`config.mk`:
```
export PLATFORM = sky130hd
export DESIGN_NAME = utf8_stream_decoder
export DESIGN_NICKNAME = d
export VERILOG_FILES = /design/src/sv/utf8d_pkg.sv /design/src/sv/utf8d_buf.sv /design/src/sv/utf8d_dec.sv /design/src/sv/utf8_stream_decoder.sv
export VERILOG_INCLUDE_DIRS = /design/src /design/src/sv
export SDC_FILE = /design/constraint.sdc
export NUM_CORES = 1
export LEC_CHECK = 0
export ABC_CLOCK_PERIOD_IN_PS = 7410
export BUFFER_PORTS_ARGS = -buffer_cell sky130_fd_sc_hd__buf_2
export CAP_MARGIN = 40
export CORE_MARGIN = 3
export CORE_UTILIZATION = 55
export DETAILED_ROUTE_END_ITERATION = 10
export PLACE_DENSITY = 0.74
export SYNTH_ARGS = -nofsm -noshare
export SYNTH_HDL_FRONTEND = slang
export SYNTH_SLANG_ARGS = --single-unit
```
`constraint.sdc`:
```
create_clock -name clk_i -period 7.41 [get_ports clk_i]
set_input_delay 1.482 -clock clk_i [delete_from_list [all_inputs] [get_ports clk_i]]
set_output_delay 1.482 -clock clk_i [all_outputs]
set_load 0.005 [all_outputs]
```
`src/sv/utf8_stream_decoder_defines.svh`:
```
// ----------------------------------------------------------------------------
// UTF-8 stream decoder assertion macros
// Shared property shorthands for the decoder's checks.
// ----------------------------------------------------------------------------
`ifndef UTF8_STREAM_DECODER_DEFINES_SVH
`define UTF8_STREAM_DECODER_DEFINES_SVH

// same-cycle implication, disabled during reset
`define UTF8D_ASSERT_IMP(lbl, clk, rst_n, ante, cons, msg) \
  lbl: assert property (@(posedge clk) disable iff (!rst_n) (ante) |-> (cons)) else $error(msg);

// next-cycle implication, disabled during reset
`define UTF8D_ASSERT_NXT(lbl, clk, rst_n, ante, cons, msg) \
  lbl: assert property (@(posedge clk) disable iff (!rst_n) (ante) |=> (cons)) else $error(msg);

`endif

```
`src/sv/utf8d_pkg.sv`:
```
// ----------------------------------------------------------------------------
// UTF-8 stream decoder package
// Request types, decode step result and byte window control shared by modules.
// ----------------------------------------------------------------------------
`default_nettype none

package utf8d_pkg;

  // replacement character for every error
  localparam logic [20:0] REPL_CP = 21'h00FFFD;

  // input request
  typedef struct packed {
    logic [7:0] data_byte;
    logic       end_of_string;
  } in_t;

  // output request
  typedef struct packed {
    logic [20:0] code_point;
    logic [2:0]  bytes_used;
    logic        is_invalid;
    logic        is_truncated;
    logic        last_of_run;
  } out_t;

  // four-byte decode window, entry 0 is the front
  typedef logic [3:0][7:0] win_t;

  typedef enum logic [1:0] {
    DEC_OK,
    DEC_BAD,
    DEC_SHORT
  } dec_status_e;

  // outcome of one decode step on the window front
  typedef struct packed {
    dec_status_e status;
    logic [20:0] cp;
    logic [2:0]  len;
  } dec_res_t;

  // byte window control from the sequencer
  typedef struct packed {
    logic       load;
    logic       shift;
    logic [2:0] shift_len;
  } buf_ctrl_t;

endpackage

`default_nettype wire

```
`src/sv/utf8d_buf.sv`:
```
// ----------------------------------------------------------------------------
// UTF-8 decoder byte window
// Holds up to four bytes; appends a new byte and drops consumed front bytes.
// ----------------------------------------------------------------------------
`default_nettype none

module utf8d_buf (
  input  wire logic                 clk_i,
  input  wire logic                 rst_ni,
  input  wire utf8d_pkg::buf_ctrl_t ctrl_i,
  input  wire logic [7:0]           byte_i,
  output utf8d_pkg::win_t           window_o,
  output logic [2:0]                count_o
);

  utf8d_pkg::win_t bytes_q, bytes_d;
  logic [2:0]      count_q, count_d;

  // append at the fill point, or shift the window down
  always_comb begin
    logic [2:0] idx;
    idx     = '0;
    bytes_d = bytes_q;
    count_d = count_q;
    if (ctrl_i.load) begin
      bytes_d[count_q[1:0]] = byte_i;
      count_d               = count_q + 3'd1;
    end else if (ctrl_i.shift) begin
      for (int i = 0; i < 4; i++) begin
        idx = 3'(i) + ctrl_i.shift_len;
        if (idx < 3'd4) begin
          bytes_d[i] = bytes_q[idx[1:0]];
        end
      end
      count_d = count_q - ctrl_i.shift_len;
    end
  end

  // byte storage, no reset needed
  always_ff @(posedge clk_i) begin
    bytes_q <= bytes_d;
  end

  always_ff @(posedge clk_i or negedge rst_ni) begin
    if (!rst_ni) begin
      count_q <= '0;
    end else begin
      count_q <= count_d;
    end
  end

  assign window_o = bytes_q;
  assign count_o  = count_q;

endmodule

`default_nettype wire

```
`src/sv/utf8d_dec.sv`:
```
// ----------------------------------------------------------------------------
// UTF-8 decoder step unit
// Decodes one sequence at the window front: valid, malformed or too short.
// ----------------------------------------------------------------------------
`default_nettype none

module utf8d_dec (
  input  wire utf8d_pkg::win_t     window_i,
  input  wire logic [2:0]          count_i,
  output utf8d_pkg::dec_res_t      res_o
);

  always_comb begin
    logic [7:0]  c0, b1, b2, b3;
    logic [10:0] r2;
    logic [15:0] r3;
    logic [20:0] r4;
    c0 = window_i[0];
    b1 = window_i[1];
    b2 = window_i[2];
    b3 = window_i[3];
    r2 = {c0[4:0], b1[5:0]};
    r3 = {c0[3:0], b1[5:0], b2[5:0]};
    r4 = {c0[2:0], b1[5:0], b2[5:0], b3[5:0]};

    res_o.status = utf8d_pkg::DEC_BAD;
    res_o.cp     = utf8d_pkg::REPL_CP;
    res_o.len    = 3'd1;

    if (c0 < 8'h80) begin
      // plain ASCII
      res_o.status = utf8d_pkg::DEC_OK;
      res_o.cp     = 21'(c0);
    end else if (c0 < 8'hC0 || c0 >= 8'hF8) begin
      // stray continuation or illegal lead
      res_o.status = utf8d_pkg::DEC_BAD;
    end else if (count_i < 3'd2) begin
      res_o.status = utf8d_pkg::DEC_SHORT;
    end else if (b1[7:6] != 2'b10) begin
      res_o.status = utf8d_pkg::DEC_BAD;
    end else if (c0 < 8'hE0) begin
      // two-byte form, reject overlong
      if (r2 > 11'h07F) begin
        res_o.status = utf8d_pkg::DEC_OK;
        res_o.cp     = 21'(r2);
        res_o.len    = 3'd2;
      end
    end else if (count_i < 3'd3) begin
      res_o.status = utf8d_pkg::DEC_SHORT;
    end else if (b2[7:6] != 2'b10) begin
      res_o.status = utf8d_pkg::DEC_BAD;
    end else if (c0 < 8'hF0) begin
      // three-byte form, reject overlong and surrogates
      if (r3 > 16'h07FF && !(r3 >= 16'hD800 && r3 <= 16'hDFFF)) begin
        res_o.status = utf8d_pkg::DEC_OK;
        res_o.cp     = 21'(r3);
        res_o.len    = 3'd3;
      end
    end else if (count_i < 3'd4) begin
      res_o.status = utf8d_pkg::DEC_SHORT;
    end else if (b3[7:6] != 2'b10) begin
      res_o.status = utf8d_pkg::DEC_BAD;
    end else if (r4 > 21'h00FFFF && r4 <= 21'h10FFFF) begin
      // four-byte form within range
      res_o.status = utf8d_pkg::DEC_OK;
      res_o.cp     = r4;
      res_o.len    = 3'd4;
    end
  end

endmodule

`default_nettype wire

```
`src/sv/utf8_stream_decoder.sv`:
```
// ----------------------------------------------------------------------------
// UTF-8 stream decoder
// Byte-in, code-point-out decoder with error replacement and replay.
// ----------------------------------------------------------------------------
// Usage:
//   Input channel in_valid_i / in_stall_o / in_data_i takes one byte per
//   request plus an end-of-string flag. Output channel out_valid_o /
//   out_stall_i / out_data_o gives code points with their byte count and
//   error flags; last_of_run marks the final result caused by a byte.
//   A byte that completes or breaks a sequence yields 1 to 4 results; a byte
//   that leaves a sequence open yields none.
//   Timing: one decode step per cycle while the output is not stalled, through
//   a single shared step unit. Each result of a byte passes through the hold
//   register and then the output register. in_stall_o is high while the
//   sequencer works on a byte. Reset empties the pending byte window and the
//   output register. A stalled output holds its result; the sequencer waits
//   on it while it has a further result ready to pass on.
// ----------------------------------------------------------------------------
`default_nettype none

`include "utf8_stream_decoder_defines.svh"

module utf8_stream_decoder (
  input  wire logic            clk_i,
  input  wire logic            rst_ni,
  input  wire logic            in_valid_i,
  output logic                 in_stall_o,
  input  wire utf8d_pkg::in_t  in_data_i,
  output logic                 out_valid_o,
  input  wire logic            out_stall_i,
  output utf8d_pkg::out_t      out_data_o
);

  typedef enum logic {
    ST_IDLE,
    ST_RUN
  } state_e;

  state_e               state_q, state_d;
  logic                 eos_q, eos_d;
  logic                 hold_valid_q, hold_valid_d;
  utf8d_pkg::out_t      hold_q, hold_d;
  logic                 out_valid_q, out_valid_d;
  utf8d_pkg::out_t      out_q, out_d;

  utf8d_pkg::buf_ctrl_t buf_ctrl;
  utf8d_pkg::win_t      window;
  logic [2:0]           count;
  utf8d_pkg::dec_res_t  dec_res;
  utf8d_pkg::out_t      step_res;
  logic                 out_free;
  logic                 push;
  utf8d_pkg::out_t      push_data;

  utf8d_buf u_buf (
    .clk_i    (clk_i),
    .rst_ni   (rst_ni),
    .ctrl_i   (buf_ctrl),
    .byte_i   (in_data_i.data_byte),
    .window_o (window),
    .count_o  (count)
  );

  utf8d_dec u_dec (
    .window_i (window),
    .count_i  (count),
    .res_o    (dec_res)
  );

  // result of the current decode step
  always_comb begin
    step_res.code_point   = utf8d_pkg::REPL_CP;
    step_res.bytes_used   = 3'd1;
    step_res.is_invalid   = 1'b0;
    step_res.is_truncated = 1'b0;
    step_res.last_of_run  = 1'b0;
    case (dec_res.status)
      utf8d_pkg::DEC_OK: begin
        step_res.code_point = dec_res.cp;
        step_res.bytes_used = dec_res.len;
      end
      utf8d_pkg::DEC_BAD: begin
        step_res.is_invalid = 1'b1;
      end
      default: begin
        step_res.is_truncated = 1'b1;
      end
    endcase
  end

  assign out_free = !out_valid_q || !out_stall_i;

  // sequencer: one decode per cycle while the output can take a result, the
  // previous result is held until it is known whether it ends the run
  always_comb begin
    state_d      = state_q;
    eos_d        = eos_q;
    hold_valid_d = hold_valid_q;
    hold_d       = hold_q;
    buf_ctrl     = '0;
    push         = 1'b0;
    push_data    = hold_q;
    case (state_q)
      ST_IDLE: begin
        if (in_valid_i) begin
          buf_ctrl.load = 1'b1;
          eos_d         = in_data_i.end_of_string;
          state_d       = ST_RUN;
        end
      end
      ST_RUN: begin
        if (count == 3'd0) begin
          // window drained: held result closes the run
          if (out_free) begin
            push                  = 1'b1;
            push_data.last_of_run = 1'b1;
            hold_valid_d          = 1'b0;
            state_d               = ST_IDLE;
          end
        end else if (dec_res.status == utf8d_pkg::DEC_SHORT && !eos_q) begin
          // open sequence stays pending
          if (!hold_valid_q) begin
            state_d = ST_IDLE;
          end else if (out_free) begin
            push                  = 1'b1;
            push_data.last_of_run = 1'b1;
            hold_valid_d          = 1'b0;
            state_d               = ST_IDLE;
          end
        end else if (!hold_valid_q || out_free) begin
          // emit: pass on the held result, keep the new one
          push               = hold_valid_q;
          hold_d             = step_res;
          hold_valid_d       = 1'b1;
          buf_ctrl.shift     = 1'b1;
          buf_ctrl.shift_len = step_res.bytes_used;
        end
      end
      default: begin
        state_d = ST_IDLE;
      end
    endcase
  end

  // output register
  always_comb begin
    out_valid_d = out_valid_q;
    out_d       = out_q;
    if (push) begin
      out_valid_d = 1'b1;
      out_d       = push_data;
    end else if (!out_stall_i) begin
      out_valid_d = 1'b0;
    end
  end

  // state and registered outputs
  always_ff @(posedge clk_i or negedge rst_ni) begin
    if (!rst_ni) begin
      state_q      <= ST_IDLE;
      eos_q        <= 1'b0;
      hold_valid_q <= 1'b0;
      hold_q       <= '0;
      out_valid_q  <= 1'b0;
      out_q        <= '0;
    end else begin
      state_q      <= state_d;
      eos_q        <= eos_d;
      hold_valid_q <= hold_valid_d;
      hold_q       <= hold_d;
      out_valid_q  <= out_valid_d;
      out_q        <= out_d;
    end
  end

  assign in_stall_o  = (state_q != ST_IDLE);
  assign out_valid_o = out_valid_q;
  assign out_data_o  = out_q;

  // checks
  `UTF8D_ASSERT_IMP(a_idle_no_hold, clk_i, rst_ni, state_q == ST_IDLE, !hold_valid_q, "held result left over in idle")
  `UTF8D_ASSERT_NXT(a_accept_busy, clk_i, rst_ni, in_valid_i && !in_stall_o, in_stall_o, "not busy after accepting a byte")
  `UTF8D_ASSERT_IMP(a_err_repl, clk_i, rst_ni, out_valid_o && (out_q.is_invalid || out_q.is_truncated), out_q.code_point == utf8d_pkg::REPL_CP && out_q.bytes_used == 3'd1 && !(out_q.is_invalid && out_q.is_truncated), "malformed error result")
  `UTF8D_ASSERT_IMP(a_out_range, clk_i, rst_ni, out_valid_o, out_q.code_point <= 21'h10FFFF && out_q.bytes_used != 3'd0 && out_q.bytes_used <= 3'd4, "result out of range")

endmodule

`default_nettype wire

```
After elaboration in Yosys (flattened, before gate mapping)
Index checks and enable logic that the tools add are counted.

storage, ports and cells
  register bits after elaboration = 92
  logic and storage cells = 155

operators by class
  add/sub/neg operators = 5
  magnitude comparators = 24
  equality and inequality tests = 7
  multiplexer cells = 69
  bitwise operators = 3
  reduce and logical (&&, ||, !) cells = 29

operator list
  cell                  count
  $mux 24               8
  $mux 25               3
  $mux 8                9
  $bmux 8 s2            4
  $mux 32               2
  $mux 26               2
  $bwmux 32             1
  $lt 8x8->1 const B    4
  $mux 1                23
  $mux 23               1
  $gt 21x16->1 const B  1
  $le 21x21->1 const B  1
  $demux 8 s2           1
  $ge 16x16->1 const B  1
  $gt 16x11->1 const B  1
  $le 16x16->1 const B  1
  $mux 4                4
  $lt 2x3->1 const B    5
  $lt 3x3->1 const B    5
  $mux 2                7
  $gt 11x7->1 const B   1
  $reduce_and 2->1      5
  $reduce_bool 2->1     5
  $mux 3                3
  other kinds (22)      39

Longest topological paths before layout
  depth after elaboration = 25
  depth in mapped cells = 16
  mapped depth without buffers = 12

Cells and area by module
From an unflattened synthesis, not the netlist that was laid out.

unflattened totals
  cells, all modules = 487
  area, all modules = 5574.1 µm²

by module, submodules not included
  module               times used  cells an instance  area each (µm²)  seq. area each (µm²)
  utf8d_buf            1           207                2503.7           1036.0
  utf8_stream_decoder  1           172                2399.8           1426.4
  utf8d_dec            1           108                670.6            0.0

Worst setup path before layout
No wires, ideal clock.

  path kind = input to register
  start = input out_stall_i
  end = register u_buf.count_q[2] (netlist: u_buf.count_o[2])
  arrival = 4.121 ns
  required time = 7.330 ns
  path slack = 3.209 ns
  cell stages on the path = 13
  buffers on the path = 5
  path through = a31oi_1 -> o211ai_2 -> o21ba_1 -> buf_6 -> buf_6 -> buf_4 -> ha_1 -> clkbuf_1 -> buf_1 -> nand2_1 -> fa_1 -> o22ai_1 -> xnor2_1

between the ends
  longest elaborated chain between the ends = 10

RTL lines
  element               line                        RTL
  start, declared       utf8_stream_decoder.sv:30   input wire logic out_stall_i,
  $logic_not 1->1 *     -
  $logic_or 1x1->1 *    utf8_stream_decoder.sv:91   assign out_free = !out_valid_q || !out_stall_i;
  $logic_or 1x1->1 *    utf8_stream_decoder.sv:130  end else if (!hold_valid_q || out_free) begin
  $mux 4 *              utf8_stream_decoder.sv:130
  $mux 4 *              utf8_stream_decoder.sv:120  end else if (dec_res.status == utf8d_pkg::DEC_SHORT && !eos_q) begin
  $mux 4 *              utf8_stream_decoder.sv:112  if (count == 3'd0) begin
  $mux 4 *              utf8_stream_decoder.sv:103  case (state_q)
  $sub 3x3->3           utf8d_buf.sv:35             count_d = count_q - ctrl_i.shift_len;
  $mux 3                utf8d_buf.sv:28             end else if (ctrl_i.shift) begin
  $mux 3                utf8d_buf.sv:25             if (ctrl_i.load) begin
  end signal, assigned  utf8d_buf.sv:48             count_q <= count_d;
  end, declared         utf8d_buf.sv:17             logic [2:0] count_q, count_d;

Every way passes the cells marked *; elsewhere a longest branch is shown, timed or not. The select of a mux whose other input is x is not followed.
A chain may end at the register's enable or synchronous reset.

Final worst setup path
  start = register u_buf.bytes_q, in the netlist u_buf.window_o[7]
  end = register u_buf.count_q[2] (netlist: u_buf.count_o[2])

between the ends
  longest elaborated chain between the ends = 18

RTL lines
  element                 line                        RTL
  start, declared         utf8d_buf.sv:16             utf8d_pkg::win_t bytes_q, bytes_d;
  start signal, assigned  utf8d_buf.sv:41             bytes_q <= bytes_d;
  $lt 8x8->1              utf8d_dec.sv:52             end else if (c0 < 8'hF0) begin
  $mux 26                 utf8d_dec.sv:52
  $mux 2                  utf8d_dec.sv:50             end else if (b2[7:6] != 2'b10) begin
  $mux 2                  utf8d_dec.sv:48             end else if (count_i < 3'd3) begin
  $mux 26                 utf8d_dec.sv:41             end else if (c0 < 8'hE0) begin
  $mux 2                  utf8d_dec.sv:39             end else if (b1[7:6] != 2'b10) begin
  $mux 2                  utf8d_dec.sv:37             end else if (count_i < 3'd2) begin
  $mux 2                  utf8d_dec.sv:34             end else if (c0 < 8'hC0 || c0 >= 8'hF8) begin
  [... 2 more ...]        -
  $mux 24                 utf8_stream_decoder.sv:77   case (dec_res.status)
  $mux 4                  utf8_stream_decoder.sv:130
  $mux 4 *                utf8_stream_decoder.sv:120
  $mux 4 *                utf8_stream_decoder.sv:112
  $mux 4 *                utf8_stream_decoder.sv:103
  $sub 3x3->3             utf8d_buf.sv:35
  $mux 3                  utf8d_buf.sv:28
  $mux 3                  utf8d_buf.sv:25

Marks and branches as above.

==> out/summary.md <==
The run finished with clean final reports. The clock arrives with 0.0171 ns of skew. Of the cells placed in the final design, the portion with a size suffix greater than 1 is 24.7%. The number of buffer cells added on primary ports is 41, and the global-route total usage across every layer is 23.6%. The root buffer cell chosen for the clock tree is sky130_fd_sc_hd__clkbuf_8.

The logs give 582 for the number of cells in the design after placement and 0.954 for the routability-driven placement congestion ratio. For this run, global-route usage on met2 was measured as 36.9%. The first global-routing pass estimated 19400 um of wire. The final max-slew violation count was 0. Across the VDD grid, the largest voltage drop is 0.373 mV. The layout net count is 502, and the static leakage is 0.00238 uW. The count of yosys warnings during synthesis was 0; the detailed-placement wirelength estimate was 8330 um. The number of gates resized after CTS was 0. For the netlist area before placement, the log shows 5150 sq um. Entering global routing, the biggest net connects 61 pins. Setup violations remaining at the end of the flow were counted as 0. For this run, the slowest stage of the critical path takes 0.82 ns.

Max-cap violations in this run came to 0. The synthesis-to-finish area growth came out at 8.01%. The effective utilization at floorplan was 58.0%. The measured slew at the worst slew-check pin came out at 0.814 ns.

The clock period minus worst slack works out to 4.81 ns. Once detail routing completed, the nets flagged for antenna violations numbered 0. Synthesis produced 468 cells. The number of global-route vias before repair was 3656; the mean instance size in the synthesized netlist was 11.0 sq um. The number of nets in the synthesized netlist is 485.

Global routing used 3.25% of the available met3 tracks. The run gives 0 as the number of antenna violations at the first check in global routing. The signal on the critical path passes through nand3_2 -> a311oi_1 -> o21ai_1 -> o211ai_2 -> a211o_1 -> inv_2 -> ha_1 -> nand2_1 -> fa_1 -> o22ai_1 -> xnor2_1. The first detailed-routing pass ran for 5 iterations. The highest net fanout along the worst path is 24, and the wire length per cell is 19.9 um.

The logs give 0 for the antenna diode count and 92 for the number of clock sinks seen by CTS. The number of buffers added for setup after CTS came out at 0. Buffers inserted during clock tree synthesis total 9.

The worst setup path is captured at a register. The logs give 0.35 ns for the clock latency on the worst-skew pair and 45.0% for the relative max-transition margin. For met1 alone, demand over resource in global routing was 34.2%.

After global routing, the most crowded layer is met2. The longest clock path from root to sink contains 2 buffers. The type of the most critical hold path is reg -> reg.

Setup repair after global routing left no endpoint under its margin. From bottom edge to top edge, the die measures 103 um. Sorting the synthesized cells by area gives the leading types as sky130_fd_sc_hd__dfrtp_1 29%, sky130_fd_sc_hd__edfxtp_1 19%, sky130_fd_sc_hd__mux2_2 6.1%, sky130_fd_sc_hd__mux4_2 6.1%, sky130_fd_sc_hd__mux2i_1 5.1%. After floorplanning, the core was divided into 34 placement rows.

Of all cell types, the one taking the most synthesized area is sky130_fd_sc_hd__dfrtp_1. The die covers 10600 sq um. STA puts the critical path data required time at 7.69 ns.

The per-cell via count in the routed design is 6.61, and the via count is 3954. The run gives 8890 sq um as the core area. In the layout the commonest cells are 66 x sky130_fd_sc_hd__nand2_1, 60 x sky130_fd_sc_hd__dfrtp_1, 43 x sky130_fd_sc_hd__buf_2.

TritonCTS built the clock tree. The clock slew at the register clock pins of the worst setup and hold paths is 0.10 ns. Leaving out fill and tap cells, the most frequent cell in the layout is sky130_fd_sc_hd__nand2_1.

The sum of negative setup slack is 0 ns, and the total congestion overflow is 0. The final hold violation count was 0; the arrival time at the worst endpoint was 5.09 ns. The number of flops mapped to enable cells by yosys works out to 32. The master of the slowest instance on the critical path was sky130_fd_sc_hd__ha_1. The die is 103 um wide. The post-synthesis cell type count was 59. Based on the critical path, the design can be clocked at up to 208 MHz. In the synthesized netlist the dominant register cell turns out to be sky130_fd_sc_hd__dfrtp_1. The area share of the leading cell type in the synthesized netlist is 29.1%.

Dividing total power by cell area gives a power density of 532 nW/um^2. The tools report the detailed-route DRC error count as 0. After synthesis, the share of flip-flops with an asynchronous set or reset is 65.2%.

The H-tree was split into 3 levels. STA classifies the critical path startpoint as a register. During I/O placement, the number of pins put on the boundary was 42. The DRC marker count from the first detailed-route iteration came out at 296. The share of the cycle needed by the critical path after routing was 64.9%. The sequential area share after synthesis was 47.8%; the total routed wirelength was 11900 um. The worst setup path is of the reg -> reg kind.

Hold repair after CTS inserted 0 buffers. The final non-filler cell total is 598. The number of synthesized register bits works out to 92.
[flip-flops by register name (all words and copies together) (netlist names)]
name            flops
out_data_o         27
out_valid_o         1
hold_valid_q        1
u_buf.count_o       3
u_buf.window_o     32
in_stall_o          1
eos_q               1
hold_q             26
[worst paths after layout]
path / startpoint / to / slack (ns) / cells past startpoint
setup / recovery: u_buf.window_o[7] / u_buf.count_o[2] / 2.60 / 11
hold / removal: hold_q[22] / hold_q[22] / 0.48 / 2
setup reg to reg: u_buf.window_o[7] / u_buf.count_o[2] / 2.60 / 11
hold reg to reg: hold_q[22] / hold_q[22] / 0.48 / 2
max in group asynchronous: rst_ni / hold_q[17] / 5.66 / 2
min in group asynchronous: rst_ni / out_data_o[23] / 1.25 / 2
[layer usage]
layer / vias up / share of wire (%)
met4: 0 / 1.9
met3: 19 / 7.2
met1: 1943 / 45
li1: 1803 / -
met2: 189 / 46
met5: - / 0
[through the flow]
| step | setup WS, ns | cell area (sq um) | utilization, % | power [uW] | hold slack [ns] |
|---|---|---|---|---|---|
| 6_report | 2.60 | 5570 | 62.6 | 2960 | 0.481 |
| 5_1_grt | 2.30 | 5570 | 62.6 | 3170 | 0.513 |
| 4_1_cts | 2.71 | 5570 | 62.6 | 2960 | 0.489 |
| 3_5_place_dp | 2.72 | 5350 | 60.2 | 2590 | 0.467 |
| 3_3_place_gp | 2.88 | 5330 | 59.9 | 2550 | 0.456 |
| 2_1_floorplan | 3.21 | 5150 | - | 2240 | 0.435 |
[critical path: cells and delay by family, from the launching register on]
kind | cells | cell delay [ns]
AOI/OAI and AO/OA | 5 | 1.79
DFF | 1 | 0.81
adders and majority gates | 2 | 1.26
buffers and inverters | 1 | 0.15
xor gates and xnor gates | 1 | 0.14
and+or+nand+nor | 2 | 0.58
[cell usage after synthesis (3+ instances only)]
master / n
sky130_fd_sc_hd__nand2_1: 66
sky130_fd_sc_hd__dfrtp_1: 60
sky130_fd_sc_hd__o21ai_0: 33
sky130_fd_sc_hd__edfxtp_1: 32
sky130_fd_sc_hd__mux2_2: 28
sky130_fd_sc_hd__mux2i_1: 26
sky130_fd_sc_hd__clkbuf_1: 21
sky130_fd_sc_hd__nor2_1: 18
sky130_fd_sc_hd__a21oi_1: 17
sky130_fd_sc_hd__a22o_1: 16
sky130_fd_sc_hd__o22ai_1: 16
sky130_fd_sc_hd__mux4_2: 14
sky130_fd_sc_hd__o221ai_1: 14
sky130_fd_sc_hd__buf_2: 13
sky130_fd_sc_hd__inv_1: 8
sky130_fd_sc_hd__and3_1: 7
sky130_fd_sc_hd__o221a_2: 5
sky130_fd_sc_hd__a21o_1: 4
sky130_fd_sc_hd__buf_1: 4
sky130_fd_sc_hd__nor3_1: 4
sky130_fd_sc_hd__a211o_1: 3
sky130_fd_sc_hd__a211oi_1: 3
sky130_fd_sc_hd__a31oi_1: 3
sky130_fd_sc_hd__buf_4: 3
sky130_fd_sc_hd__ha_1: 3
sky130_fd_sc_hd__nand2b_1: 3
sky130_fd_sc_hd__xnor2_1: 3
[final cells by class]
class / instances / area (sq um)
clock inverter: 7 / 90.1
tap: 108 / 135
timing repair buffer: 49 / 268
multi-input combinational: 323 / 2450
sequential: 92 / 2460
inverter: 10 / 40.0
clock buffer: 9 / 124
fill: 737 / 3330
[logic make-up after synthesis]
kind of cell	Yosys count	share of synthesized area [%]
adders and majority gates	4	1.12
muxes	68	17.3
buffers and inverters	53	4.74
DFF	92	47.8
xor gates and xnor gates	4	0.680
and+or+nand+nor	116	10.3
AOI/OAI and AO/OA	131	18.0
[power by group]
group	internal (uW)	switching, uW
sequential	860	297
combinational	697	748
clock	166	193
(Power assumes the default switching activity.)
